File: src/assert_macros.svh
// Assertion macros used by the hop-distance unit RTL.
// Expects signals named clk and arst_n in the including module.
`ifndef ASSERT_MACROS_SVH
`define ASSERT_MACROS_SVH

// Clocked property, disabled during reset.
`define ASSERT_CLK(lbl, prop, msg) \
	lbl: assert property (@(posedge clk) disable iff (!arst_n) prop) else $error(msg);

// Same-cycle implication.
`define ASSERT_IMPL(lbl, ante, cons, msg) \
	lbl: assert property (@(posedge clk) disable iff (!arst_n) (ante) |-> (cons)) \
		else $error(msg);

`endif

File: src/bbfs_pkg.sv
// Package for the bidirectional BFS hop-distance unit.
// Holds request codes, result codes, FSM states and controller/datapath structs.
package bbfs_pkg;

	localparam int VTX_W  = 10;
	localparam int CNT_W  = 11;
	localparam int DIST_W = 12;
	localparam int LEN_W  = 11;
	localparam int STAT_W = 2;

	localparam logic [CNT_W-1:0] VC_RESET = 11'd1024;
	localparam logic [LEN_W-1:0] LEN_MAX  = 11'd1023;

	localparam logic [1:0] MODE_CLEAR = 2'd0;
	localparam logic [1:0] MODE_ADD   = 2'd1;
	localparam logic [1:0] MODE_QUERY = 2'd2;

	localparam logic [STAT_W-1:0] STAT_OK      = 2'd0;
	localparam logic [STAT_W-1:0] STAT_RANGE   = 2'd1;
	localparam logic [STAT_W-1:0] STAT_DROPPED = 2'd2;

	typedef enum logic [3:0] {
		ST_IDLE, ST_CHECK, ST_CLEAR, ST_INIT_SRC, ST_INIT_DST, ST_PICK,
		ST_FETCH, ST_FETCH_W, ST_XD_W, ST_EDGE, ST_EDGE_W, ST_DV_W, ST_RESULT
	} state_t;

	typedef enum logic [1:0] {
		RES_RANGE, RES_SAME, RES_UNREACH, RES_MET
	} res_t;

	typedef struct packed {
		logic store_clr;
		logic store_add;
		logic latch_query;
		logic clr_step;
		logic init_src;
		logic init_dst;
		logic pick;
		logic swap;
		logic q_rd;
		logic x_latch;
		logic dx_latch;
		logic e_rd;
		logic next_pass;
		logic e_next;
		logic v_rd;
		logic visit;
		logic hops_latch;
		logic i_next;
		logic out_load;
		res_t out_kind;
	} cmd_t;

	typedef struct packed {
		logic bad_range;
		logic same;
		logic clr_last;
		logic cur_empty;
		logic level_done;
		logic edges_done;
		logic pass1;
		logic edge_hit;
		logic dv_zero;
		logic dv_opp;
	} stat_t;

endpackage

File: src/bbfs_ctrl.sv
// Controller FSM of the hop-distance unit: request handshake and search sequencing.
// Depends on bbfs_pkg and assert_macros.svh; commands bbfs_dp.
`include "assert_macros.svh"
module bbfs_ctrl
	import bbfs_pkg::*;
(
	input  logic       clk,
	input  logic       arst_n,
	input  logic       in_valid,
	output logic       in_stall,
	input  logic [1:0] mode,
	output logic       out_valid,
	input  logic       out_stall,
	input  stat_t      stat,
	output cmd_t       cmd
);

	state_t state_q, state_d;
	res_t   kind_q, kind_d;
	logic   out_valid_q;
	logic   in_acc;

	assign in_stall  = (state_q != ST_IDLE);
	assign in_acc    = in_valid && !in_stall;
	assign out_valid = out_valid_q;

	always_ff @(posedge clk or negedge arst_n) begin
		if (!arst_n) begin
			state_q     <= ST_IDLE;
			kind_q      <= RES_RANGE;
			out_valid_q <= 1'b0;
		end else begin
			state_q <= state_d;
			kind_q  <= kind_d;
			if (cmd.out_load)
				out_valid_q <= 1'b1;
			else if (!out_stall)
				out_valid_q <= 1'b0;
		end
	end

	always_comb begin
		state_d      = state_q;
		kind_d       = kind_q;
		cmd          = '0;
		cmd.out_kind = kind_q;
		case (state_q)
			ST_IDLE: begin
				if (in_acc) begin
					case (mode)
						MODE_CLEAR: cmd.store_clr = 1'b1;
						MODE_ADD:   cmd.store_add = 1'b1;
						MODE_QUERY: begin
							cmd.latch_query = 1'b1;
							state_d         = ST_CHECK;
						end
						default: ;
					endcase
				end
			end
			ST_CHECK: begin
				if (stat.bad_range) begin
					kind_d  = RES_RANGE;
					state_d = ST_RESULT;
				end else if (stat.same) begin
					kind_d  = RES_SAME;
					state_d = ST_RESULT;
				end else begin
					state_d = ST_CLEAR;
				end
			end
			ST_CLEAR: begin
				cmd.clr_step = 1'b1;
				if (stat.clr_last)
					state_d = ST_INIT_SRC;
			end
			ST_INIT_SRC: begin
				cmd.init_src = 1'b1;
				state_d      = ST_INIT_DST;
			end
			ST_INIT_DST: begin
				cmd.init_dst = 1'b1;
				state_d      = ST_PICK;
			end
			ST_PICK: begin
				if (stat.cur_empty) begin
					kind_d  = RES_UNREACH;
					state_d = ST_RESULT;
				end else begin
					cmd.pick = 1'b1;
					state_d  = ST_FETCH;
				end
			end
			ST_FETCH: begin
				if (stat.level_done) begin
					cmd.swap = 1'b1;
					state_d  = ST_PICK;
				end else begin
					cmd.q_rd = 1'b1;
					state_d  = ST_FETCH_W;
				end
			end
			ST_FETCH_W: begin
				cmd.x_latch = 1'b1;
				state_d     = ST_XD_W;
			end
			ST_XD_W: begin
				cmd.dx_latch = 1'b1;
				state_d      = ST_EDGE;
			end
			ST_EDGE: begin
				if (stat.edges_done) begin
					if (stat.pass1) begin
						cmd.i_next = 1'b1;
						state_d    = ST_FETCH;
					end else begin
						cmd.next_pass = 1'b1;
					end
				end else begin
					cmd.e_rd = 1'b1;
					state_d  = ST_EDGE_W;
				end
			end
			ST_EDGE_W: begin
				if (stat.edge_hit) begin
					cmd.v_rd = 1'b1;
					state_d  = ST_DV_W;
				end else begin
					cmd.e_next = 1'b1;
					state_d    = ST_EDGE;
				end
			end
			ST_DV_W: begin
				if (stat.dv_zero) begin
					cmd.visit  = 1'b1;
					cmd.e_next = 1'b1;
					state_d    = ST_EDGE;
				end else if (stat.dv_opp) begin
					cmd.hops_latch = 1'b1;
					kind_d         = RES_MET;
					state_d        = ST_RESULT;
				end else begin
					cmd.e_next = 1'b1;
					state_d    = ST_EDGE;
				end
			end
			ST_RESULT: begin
				if (!out_valid_q || !out_stall) begin
					cmd.out_load = 1'b1;
					state_d      = ST_IDLE;
				end
			end
			default: state_d = ST_IDLE;
		endcase
	end

	`ASSERT_CLK(a_query_enters_check, (in_acc && mode == MODE_QUERY) |=> (state_q == ST_CHECK), "query not started")
	`ASSERT_CLK(a_result_from_result_state, $rose(out_valid_q) |-> ($past(state_q) == ST_RESULT), "result raised outside result state")
	`ASSERT_IMPL(a_no_double_load, cmd.out_load, (!out_valid_q || !out_stall), "result overwritten while stalled")

endmodule

File: config.mk
export PLATFORM = sky130hd
export DESIGN_NAME = bbfs_ctrl
export DESIGN_NICKNAME = d
export VERILOG_FILES = /design/src/bbfs_pkg.sv /design/src/bbfs_ctrl.sv
export VERILOG_INCLUDE_DIRS = /design/src /design/src/src
export SDC_FILE = /design/constraint.sdc
export NUM_CORES = 1
export LEC_CHECK = 0
export ABC_AREA = 1
export BUFFER_PORTS_ARGS = -buffer_cell sky130_fd_sc_hd__buf_2
export CORE_MARGIN = 4
export CORE_UTILIZATION = 45
export DETAILED_ROUTE_END_ITERATION = 8
export PLACE_DENSITY = 0.88
export SLEW_MARGIN = 30
export SYNTH_ARGS = -nofsm -noshare
export SYNTH_HDL_FRONTEND = slang
export SYNTH_SLANG_ARGS = --single-unit
File: constraint.sdc
create_clock -name clk -period 2.8 [get_ports clk]
set_input_delay 0.28 -clock clk [delete_from_list [all_inputs] [get_ports clk]]
set_output_delay 0.28 -clock clk [all_outputs]
set_load 0.02 [all_outputs]
==> run_results.csv, run 1 <==
group,metric,value,unit
final_layout,fin_nets,182,
drt,wl_per_cell,11.2,um
drt,drt_first_pass_iters,4,
critical_path,worstPathMaxFanout,7,
critical_path,crit_arrival,1.55,ns
flow_run,drv_cap,0,
yosys,synth_top_area_share,25.3,%
yosys,postSynthRegisterBits,7,
clock_tree,clkTransAtPathRegs,0.05,ns
timing,fmax,0.546,GHz
final_layout,diodes,0,
timing,finClkSkew,0.00599,ns
floorplan,initial_utilization,50.1,%
yosys,syn-num-nets,139,
place,place_congestion,0.844,
timing,whs,0.261,ns
clock_tree,cts_root_buf,"clkbuf_4",
critical_path,critPathKind,"register to output port",
clock_tree,cts_setup_buffers,0,
timing,grt_setup_unrepaired,"false",
grt,grt_overflow,0,
power_and_ir_drop,vdd_drop_max,0.000603,V
timing,fin_tns_setup,0,ns
drt,drt-initial-drc-count,38,
final_layout,final_core_util,67.5,%
floorplan,fp.coreArea,0.00138,sq mm
timing,min_period_over_period,65.4,%
place,place_hpwl,1680,um
drt,antenna_left,0,
power_and_ir_drop,p_leak,0.640,nW
clock_tree,cts_sinks,7,
drt,wl,2010,um
place,numPortBuffers,38,
timing,period_needed,1.83,ns
clock_tree,cts_tree,"yes",
floorplan,die_h,47.2,um
critical_path,required,2.52,ns
timing,drv_slew,0,
floorplan,die_area,0.00223,sq mm
yosys,synth_seq_area_share,25.3,%
yosys,yosysWarnings,0,
drt,vias,891,
timing,final-hold-violation-count,0,
place,dp.cells,175,
final_layout,area_delta_synth_final,34.7,%
yosys,netlist_area,693,sq um
clock_tree,clockBufferDepth,2,
critical_path,endpoint_kind,"output port",
critical_path,startpoint_type,"register",
grt,grt_use_total,20.6,%
floorplan,die_w,47.2,um
timing,slew_headroom,78.7,%
clock_tree,clkLatencyLatePin,0.25,ns
yosys,yosys.area.top_type,"dfrtp_1",
drt,viasPerCell,4.95,
yosys,synthTopCellsByArea,"dfrtp_1 25%, nand2_1 18%, nor2_1 12%, inv_1 10%, nand3_1 7.2%",
drt,drc,0,
final_layout,final_cells,180,
hold_path,hold_path_class,"primary input to register",
yosys,ys_types,16,
power_and_ir_drop,power.density,927,mW/mm^2
yosys,postSynthAreaPerCell,5.64,sq um
yosys,netlist_instances,123,
clock_tree,cts_made_buffers,3,
clock_tree,cts_htree_levels,1,
floorplan,rows,13,
grt,grt_max_degree,10,
timing,setup_viol,0,
final_layout,drive_above_1_share,32.7,%
grt,antenna_found_initial,0,
outcome,outcome,"finished clean",
timing,setup_slack,0.969,ns
timing,worst_slew_pin_slew,0.319,ns
grt,grt_pass1_wl,3280,um
place,post-place-ws,1.27,ns
floorplan,ios,39,
grt,grt_pass1_vias,816,
state kept, by name (all words and copies together), names as in the netlist:
signal,cells
state_q,4
out_valid,1
kind_q,2
routing by layer:
metal	vias up	wire length, um	GRT usage, %
li1	465	-	-
met3	2	139	4.60
met5	-	0	0
met2	34	1030	38.5
met4	0	15	1.66
met1	390	824	24.5
through the flow:
stage          area (sq um)  total power [mW]
2_1_floorplan           693             0.617
3_3_place_gp            897             0.751
3_5_place_dp            897             0.771
4_1_cts                 933             0.867
5_1_grt                 933             0.956
6_report                933             0.865
worst paths after layout:
check / to / from / depth (start not counted) / slack [ns]
max: cmd[20] / state_q[3] / 6 / 0.97
min: out_valid / out_stall / 3 / 0.26
max reg2reg: kind_q[1] / state_q[2] / 8 / 1.38
min reg2reg: kind_q[1] / kind_q[1] / 2 / 0.49
max in group asynchronous: out_valid / arst_n / 2 / 2.25
min in group asynchronous: state_q[1] / arst_n / 2 / 0.39
layout make-up:
cell class	instances	area [sq um]
Sequential cell	7	175
Tap cell	15	18.8
Fill cell	130	449
Timing Repair Buffer	39	200
Clock buffer	4	26.3
Inverter	22	82.6
Multi-Input combinational cell	93	430
synthesized netlist by cell type:
library cell,n
nor2_2,3
dfrtp_1,7
nor4_1,1
inv_1,19
nand2_1,34
nor3_1,3
inv_2,3
nor2_1,22
nand2_2,5
buf_2,1
o21ai_0,6
nand4_1,3
nand3b_1,3
nand3_1,10
o21ai_1,1
nor2_4,2
worst max-delay path, stage by stage, from the launching register on:
cell and delay [ns]:
dfrtp_1 0.46, inv_2 0.15, nand2_1 0.08, nor2_1 0.20, nand2_1 0.10, nor3_1 0.12, buf_2 0.19
cells by family after synthesis:
family,synth area share (%)
and+or+nand+nor,57.0
buffers and inverters,12.6
AOI/OAI and AO/OA,5.05
DFF,25.3
power breakdown:
group	total, mW	internal [mW]	switching [mW]
clock	0.0916	0.0544	0.0372
combinational	0.568	0.179	0.389
sequential	0.206	0.148	0.0582
placed cells by master, fill, tap and decap left out:
cell type / Yosys / routed
nor2_4: 2 / 2
nand3b_1: 3 / 3
clkbuf_1: 0 / 1
nor2_2: 3 / 3
dlygate4sd3_1: 0 / 1
nor2_1: 22 / 22
inv_1: 19 / 19
o21ai_1: 1 / 1
o21ai_0: 6 / 6
buf_2: 1 / 38
nand2_2: 5 / 5
nor4_1: 1 / 1
nand4_1: 3 / 3
nand2_1: 34 / 34
clkbuf_4: 0 / 3
inv_2: 3 / 3
nor3_1: 3 / 3
dfrtp_1: 7 / 7
nand3_1: 10 / 10
timing repair:
item	in CTS	in global routing
hold buffers	1	0
gates resized for setup	0	0
endpoints found under the hold margin	7	0
(Power assumes the default switching activity.)
==> run 2: changes to the inputs <==
--- a/config.mk
+++ b/config.mk
@@ -6,12 +6,12 @@
 export SDC_FILE = /design/constraint.sdc
 export NUM_CORES = 1
 export LEC_CHECK = 0
-export ABC_AREA = 1
+export ABC_AREA = 0
 export BUFFER_PORTS_ARGS = -buffer_cell sky130_fd_sc_hd__buf_2
 export CORE_MARGIN = 4
-export CORE_UTILIZATION = 45
+export CORE_UTILIZATION = 43
 export DETAILED_ROUTE_END_ITERATION = 8
-export PLACE_DENSITY = 0.88
+export PLACE_DENSITY = 0.85
 export SLEW_MARGIN = 30
 export SYNTH_ARGS = -nofsm -noshare
 export SYNTH_HDL_FRONTEND = slang
==> constraint.sdc (replaced) <==
create_clock -name clk -period 1.85 [get_ports clk]
set_input_delay 0.185 -clock clk [delete_from_list [all_inputs] [get_ports clk]]
set_output_delay 0.185 -clock clk [all_outputs]
set_load 0.02 [all_outputs]
==> run 2 against run 1 <==
- sequential power rose by 61%
- synthesized area increased by 1.8%
- core utilization fell by 3.2 points
- largest cell class unchanged
- combinational power rose by 69%
==> run_results.csv, run 2 <==
group,metric,value,unit
drt,drt-initial-drc-count,29,
grt,grt_use_total,17.9,%
yosys,synth_seq_area_share,24.8,%
clock_tree,cts_htree_levels,1,
yosys,async_reset_ff_share,100,%
critical_path,cp_cell_sequence,"buf_4, nor2b_1, and3_1, and2_1, buf_2",
clock_tree,cts_root_buf,"clkbuf_4",
drt,drt_first_pass_iters,4,
final_layout,largest-register,"state_q",
timing,grt_setup_unrepaired,"false",
critical_path,crit_arrival,1.61,ns
yosys,ys_types,38,
timing,fmax,0.558,GHz
clock_tree,cts_made_buffers,3,
timing,fin_tns_setup,0,ns
critical_path,path_buf_inv,2,
yosys,yosysWarnings,0,
critical_path,r2r_cells,5,
yosys,yosys.area.top_type,"dfrtp_1",
yosys,postSynthAreaPerCell,7.67,sq um
clock_tree,clkLatencyLatePin,0.26,ns
flow_run,drv_cap,0,
drt,vias,846,
floorplan,initial_utilization,46.3,%
critical_path,critPathKind,"register to output port",
place,post-place-ws,0.231,ns
timing,setup_slack,0.0575,ns
timing,finClkSkew,0.00655,ns
power_and_ir_drop,power.density,1460,mW/mm^2
place,place_congestion,0.917,
place,place_hpwl,1620,um
timing,setup_viol,0,
yosys,netlist_area,706,sq um
final_layout,area_delta_synth_final,38.8,%
yosys,synth_top_area_share,24.8,%
place,dp.cells,143,
grt,grt_pass1_wl,3410,um
final_layout,fin_area,980,sq um
floorplan,die_w,48.5,um
drt,wl,2090,um
grt,grt_max_degree,16,
critical_path,reg2reg_slack,0.20,ns
power_and_ir_drop,vdd_drop_max,0.000774,V
critical_path,worstPathMaxFanout,14,
critical_path,endpoint_kind,"output port",
yosys,syn-num-nets,108,
critical_path,cpPeakStageDelay,0.40,ns
critical_path,critPathCapture,"cmd[3]",
clock_tree,cts_sinks,7,
yosys,netlist_instances,92,
critical_path,rr_endpoint,"state_q[0]",
final_layout,fin_nets,152,
critical_path,startpoint_type,"register",
drt,wl_per_cell,13.8,um
final_layout,diodes,0,
final_layout,layout_commonest_cell,"buf_2",
clock_tree,clkTransAtPathRegs,0.06,ns
drt,antenna_left,0,
timing,final-hold-violation-count,0,
floorplan,fp.coreArea,0.00152,sq mm
critical_path,r2r_start,"state_q[3]",
grt,grt_pass1_vias,784,
timing,drv_slew,0,
hold_path,hold_path_class,"primary input to register",
drt,viasPerCell,5.60,
critical_path,cp_slowest_cell,"dfrtp_1",
grt,grt_overflow,0,
floorplan,die_h,48.5,um
critical_path,critPathLaunch,"state_q[1]",
power_and_ir_drop,p_leak,0.509,nW
place,numPortBuffers,38,
yosys,ys.flop_type,"dfrtp_1",
final_layout,final_cells,151,
floorplan,ios,39,
yosys,synthTopCellsByArea,"dfrtp_1 25%, nor3_1 7.8%, nor2_1 5.9%, nand2b_1 5.3%, o41ai_4 3.9%",
critical_path,critical_path_depth,5,
final_layout,layout_common_cells,"37 x buf_2, 11 x nor3_1, 11 x nor2_1",
floorplan,rows,14,
yosys,netlist_top_cells_count,"11 x nor2_1, 11 x nor3_1, 7 x dfrtp_1, 6 x inv_1, 6 x nand2b_1",
yosys,synth_edf_count,0,
critical_path,critical_path.top_delay_family,"simple AND/OR/NAND/NOR gates",
final_layout,drive_above_1_share,44.4,%
critical_path,required,1.66,ns
final_layout,largest_register_ffs,4,
timing,period_needed,1.79,ns
floorplan,die_area,0.00235,sq mm
clock_tree,clockBufferDepth,2,
grt,antenna_found_initial,0,
yosys,postSynthRegisterBits,7,
timing,min_period_over_period,96.9,%
clock_tree,cts_tree,"yes",
timing,slew_headroom,81.4,%
outcome,outcome,"finished clean",
drt,drc,0,
timing,worst_slew_pin_slew,0.278,ns
place,placed_area,893,sq um
==> run 2: cell count changes after synthesis, moves of 5 or more <==
cell      change
nand2b_1      +6
o21ai_0       -6
nand3_1       -9
inv_1        -13
nand2_1      -30
a21oi_1       +5
nor3_1        +8
nor2_1       -11
==> run 2: logic make-up (layout without fill, tap and decap cells) <==
kind of cell,count (synthesis),after routing,share of synthesized area (%)
AO/OA/AOI/OAI,21,21,22.7
buffers and inverters,12,55,9.04
flip-flops,7,7,24.8
AND/OR/NAND/NOR,52,52,43.4
==> run 2: worst min path at each step <==
| stage | startpoint | endpoint | cells after the start |
|---|---|---|---|
| floorplan | arst_n | kind_q[0] | 0 |
| global placement | arst_n | kind_q[1] | 1 |
| detailed placement | arst_n | kind_q[1] | 1 |
| CTS | out_stall | out_valid | 3 |
| global route | out_stall | out_valid | 3 |
| finish | out_stall | out_valid | 3 |
==> run 2: repair_timing <==
item / CTS / global route
hold buffers: 1 / 0
hold endpoints to repair: 7 / 0
setup endpoints to repair: 3 / 4
gates resized for setup: 1 / 6
setup buffers: 0 / 3
pin swaps: 0 / 2
==> run 2: final cells by class <==
type                       instances  area (sq um)
fill                             130           544
multi-input combinational         73           487
timing repair buffer              44           240
sequential                         7           179
inverter                           7          26.3
clock buffer                       3          22.5
tap                               16          20.0
clock inverter                     1          5.00
==> run 2: per-layer routing <==
metal	global-route usage (%)	vias up	share of wire, %	wire length (um)
met5	0	-	0	0
met4	8.07	0	1.1	23
met3	3.99	4	7.8	164
met2	28.9	43	49	1020
met1	22.4	380	42	878
li1	-	419	-	-
==> run 2: report_power, final <==
part,total [mW],switching [mW],internal [mW],leakage [nW]
clock,0.141,0.0618,0.0792,0.0177
sequential,0.331,0.102,0.229,0.0830
combinational,0.961,0.572,0.389,0.408
==> run 2: worst reg2reg max path, delay by kind of cell, from the launching register on <==
family	cells	cell delay (ns)
AOI/OAI and AO/OA	1	0.08
DFF	1	0.46
buffers and inverters	1	0.18
and+or+nand+nor	3	0.81
==> run 2: per-stage QoR <==
step / total power [mW] / hold WS (ns) / utilization [%]
6_report: 1.43 / 0.179 / 64.3
5_1_grt: 1.56 / 0.162 / 64.3
4_1_cts: 1.36 / 0.162 / 61.2
3_5_place_dp: 1.20 / 0.0257 / 58.6
3_3_place_gp: 1.19 / 0.0221 / 58.6
2_1_floorplan: 1.01 / -0.111 / -
==> run 3: changes to the inputs <==
--- a/config.mk
+++ b/config.mk
@@ -7,11 +7,11 @@
 export NUM_CORES = 1
 export LEC_CHECK = 0
 export ABC_AREA = 0
-export BUFFER_PORTS_ARGS = -buffer_cell sky130_fd_sc_hd__buf_2
 export CORE_MARGIN = 4
-export CORE_UTILIZATION = 43
+export CORE_UTILIZATION = 45
 export DETAILED_ROUTE_END_ITERATION = 8
-export PLACE_DENSITY = 0.85
+export DONT_BUFFER_PORTS = 1
+export PLACE_DENSITY = 0.67
 export SLEW_MARGIN = 30
 export SYNTH_ARGS = -nofsm -noshare
 export SYNTH_HDL_FRONTEND = slang
==> constraint.sdc (replaced) <==
create_clock -name clk -period 2.05 [get_ports clk]
set_input_delay 0.205 -clock clk [delete_from_list [all_inputs] [get_ports clk]]
set_output_delay 0.205 -clock clk [all_outputs]
set_load 0.02 [all_outputs]
==> run 3 against run 2 <==
- core utilization is 9.5 points lower
- cell count is 21% lower
- worst setup slack better by 0.073 ns
- cell area is 17% lower
- critical endpoint is now cmd[20]
==> run_results.csv, run 3 (synthesized netlist as in run 2, its figures left out) <==
group,metric,value,unit
hold_path,hold_path_class,"primary input to register",
grt,antenna_found_initial,0,
clock_tree,cts_sinks,7,
drt,antenna_left,0,
power_and_ir_drop,p_int,0.552,mW
timing,fin_tns_setup,0,ns
timing,slew_headroom,70.4,%
timing,setup_viol,0,
flow_run,drv_cap,0,
power_and_ir_drop,p_switching,0.609,mW
timing,finClkSkew,0.00996,ns
place,numPortBuffers,0,
drt,viasPerCell,6.23,
floorplan,rows,14,
power_and_ir_drop,switching_share,52.5,%
timing,fmax,0.521,GHz
floorplan,die_area,0.00227,sq mm
drt,vias,748,
timing,grt_setup_unrepaired,"false",
clock_tree,clockBufferDepth,2,
power_and_ir_drop,totalPowerFinal,1.16,mW
timing,drv_slew,0,
place,place_hpwl,1410,um
clock_tree,clkTransAtPathRegs,0.05,ns
power_and_ir_drop,power.density,1420,mW/mm^2
drt,wl,1800,um
clock_tree,cts_tree,"yes",
grt,grt_pass1_vias,596,
final_layout,final_core_util,54.8,%
power_and_ir_drop,pwr-share-clk,10.6,%
final_layout,drive_above_1_share,24.0,%
power_and_ir_drop,p_leak,0.362,nW
final_layout,fin_nets,121,
floorplan,initial_utilization,47.4,%
grt,grt_overflow,0,
floorplan,fp.coreArea,0.00149,sq mm
power_and_ir_drop,pwr-share-seq,29.9,%
drt,wl_per_cell,15.0,um
grt,grt_pass1_wl,2620,um
grt,grt_use_total,16.3,%
clock_tree,cts_htree_levels,1,
drt,drt_first_pass_iters,4,
clock_tree,clkLatencyLatePin,0.25,ns
floorplan,ios,39,
critical_path,endpoint_kind,"output port",
timing,min_period_over_period,93.7,%
final_layout,largest-register,"state_q",
final_layout,largest_register_ffs,4,
critical_path,critPathKind,"register to output port",
critical_path,worstPathMaxFanout,9,
final_layout,layout_commonest_cell,"buf_4",
outcome,outcome,"finished clean",
power_and_ir_drop,vdd_drop_max,0.000888,V
grt,grt_max_degree,16,
final_layout,area_delta_synth_final,15.6,%
critical_path,crit_arrival,1.71,ns
place,place_congestion,0.836,
timing,period_needed,1.92,ns
timing,worst_slew_pin_slew,0.445,ns
clock_tree,cts_made_buffers,3,
drt,drt-initial-drc-count,16,
floorplan,die_w,47.6,um
drt,drc,0,
final_layout,diodes,0,
critical_path,startpoint_type,"register",
final_layout,layout_common_cells,"12 x buf_4, 11 x nor3_1, 11 x nor2_1",
floorplan,die_h,47.6,um
power_and_ir_drop,comb_power_share,59.5,%
clock_tree,cts_setup_buffers,0,
critical_path,required,1.85,ns
clock_tree,cts_root_buf,"clkbuf_4",
timing,final-hold-violation-count,0,
run 3: power by group through the flow:
stage	clock [mW]	combinational, mW	sequential [mW]
final	0.123	0.691	0.347
after global routing	0.139	0.763	0.359
after CTS	0.127	0.693	0.342
after detailed placement	0	0.685	0.346
after global placement	0	0.681	0.338
after floorplan	0	0.621	0.292
run 3: repair_timing:
| item | 4_1_cts | 5_1_grt |
|---|---|---|
| hold endpoints to repair | 7 | 0 |
| gates resized for setup | 0 | 1 |
| hold buffers | 1 | 0 |
| setup endpoints to repair | 0 | 2 |
run 3: layout make-up:
| type | instances | area, sq um |
|---|---|---|
| Multi-Input combinational cell | 73 | 467 |
| Fill cell | 151 | 673 |
| Tap cell | 16 | 20.0 |
| Timing Repair Buffer | 13 | 100 |
| Clock buffer | 4 | 26.3 |
| Sequential cell | 7 | 176 |
| Inverter | 7 | 26.3 |
run 3: final timing paths:
path / endpoint / start / cells past startpoint / slack (ns)
min in group asynchronous: state_q[1] / arst_n / 1 / 0.27
worst min register to register: kind_q[1] / kind_q[1] / 1 / 0.65
worst min-delay path: out_valid / out_stall / 2 / 0.1
worst max register to register: state_q[0] / state_q[2] / 4 / 0.47
max in group asynchronous: state_q[3] / arst_n / 1 / 1.53
worst max-delay path: cmd[20] / state_q[0] / 4 / 0.13
run 3: worst max-delay path, stage by stage, from the launching register on:
cell	delay, ns
dfrtp_1	0.47
nor4_2	0.39
inv_2	0.15
nor4b_2	0.27
buf_4	0.18
run 3: per-layer routing:
layer,global-route usage (%),vias up,part of all wire [%]
met4,1.61,0,0.22
met3,8.27,2,11
li1,-,356,-
met5,0,-,0
met2,23.0,42,47
met1,23.2,348,41
run 3: stage by stage:
stage / area [sq um] / worst slack, ns / hold WS [ns] / std cells
final: 816 / 0.130 / 0.0968 / 120
after global routing: 816 / 0.0275 / 0.0876 / 120
after CTS: 815 / 0.0704 / 0.0954 / 120
after detailed placement: 778 / 0.348 / -0.0904 / 115
after global placement: 778 / 0.407 / -0.0904 / 115
after floorplan: 706 / 0.370 / -0.0906 / 92
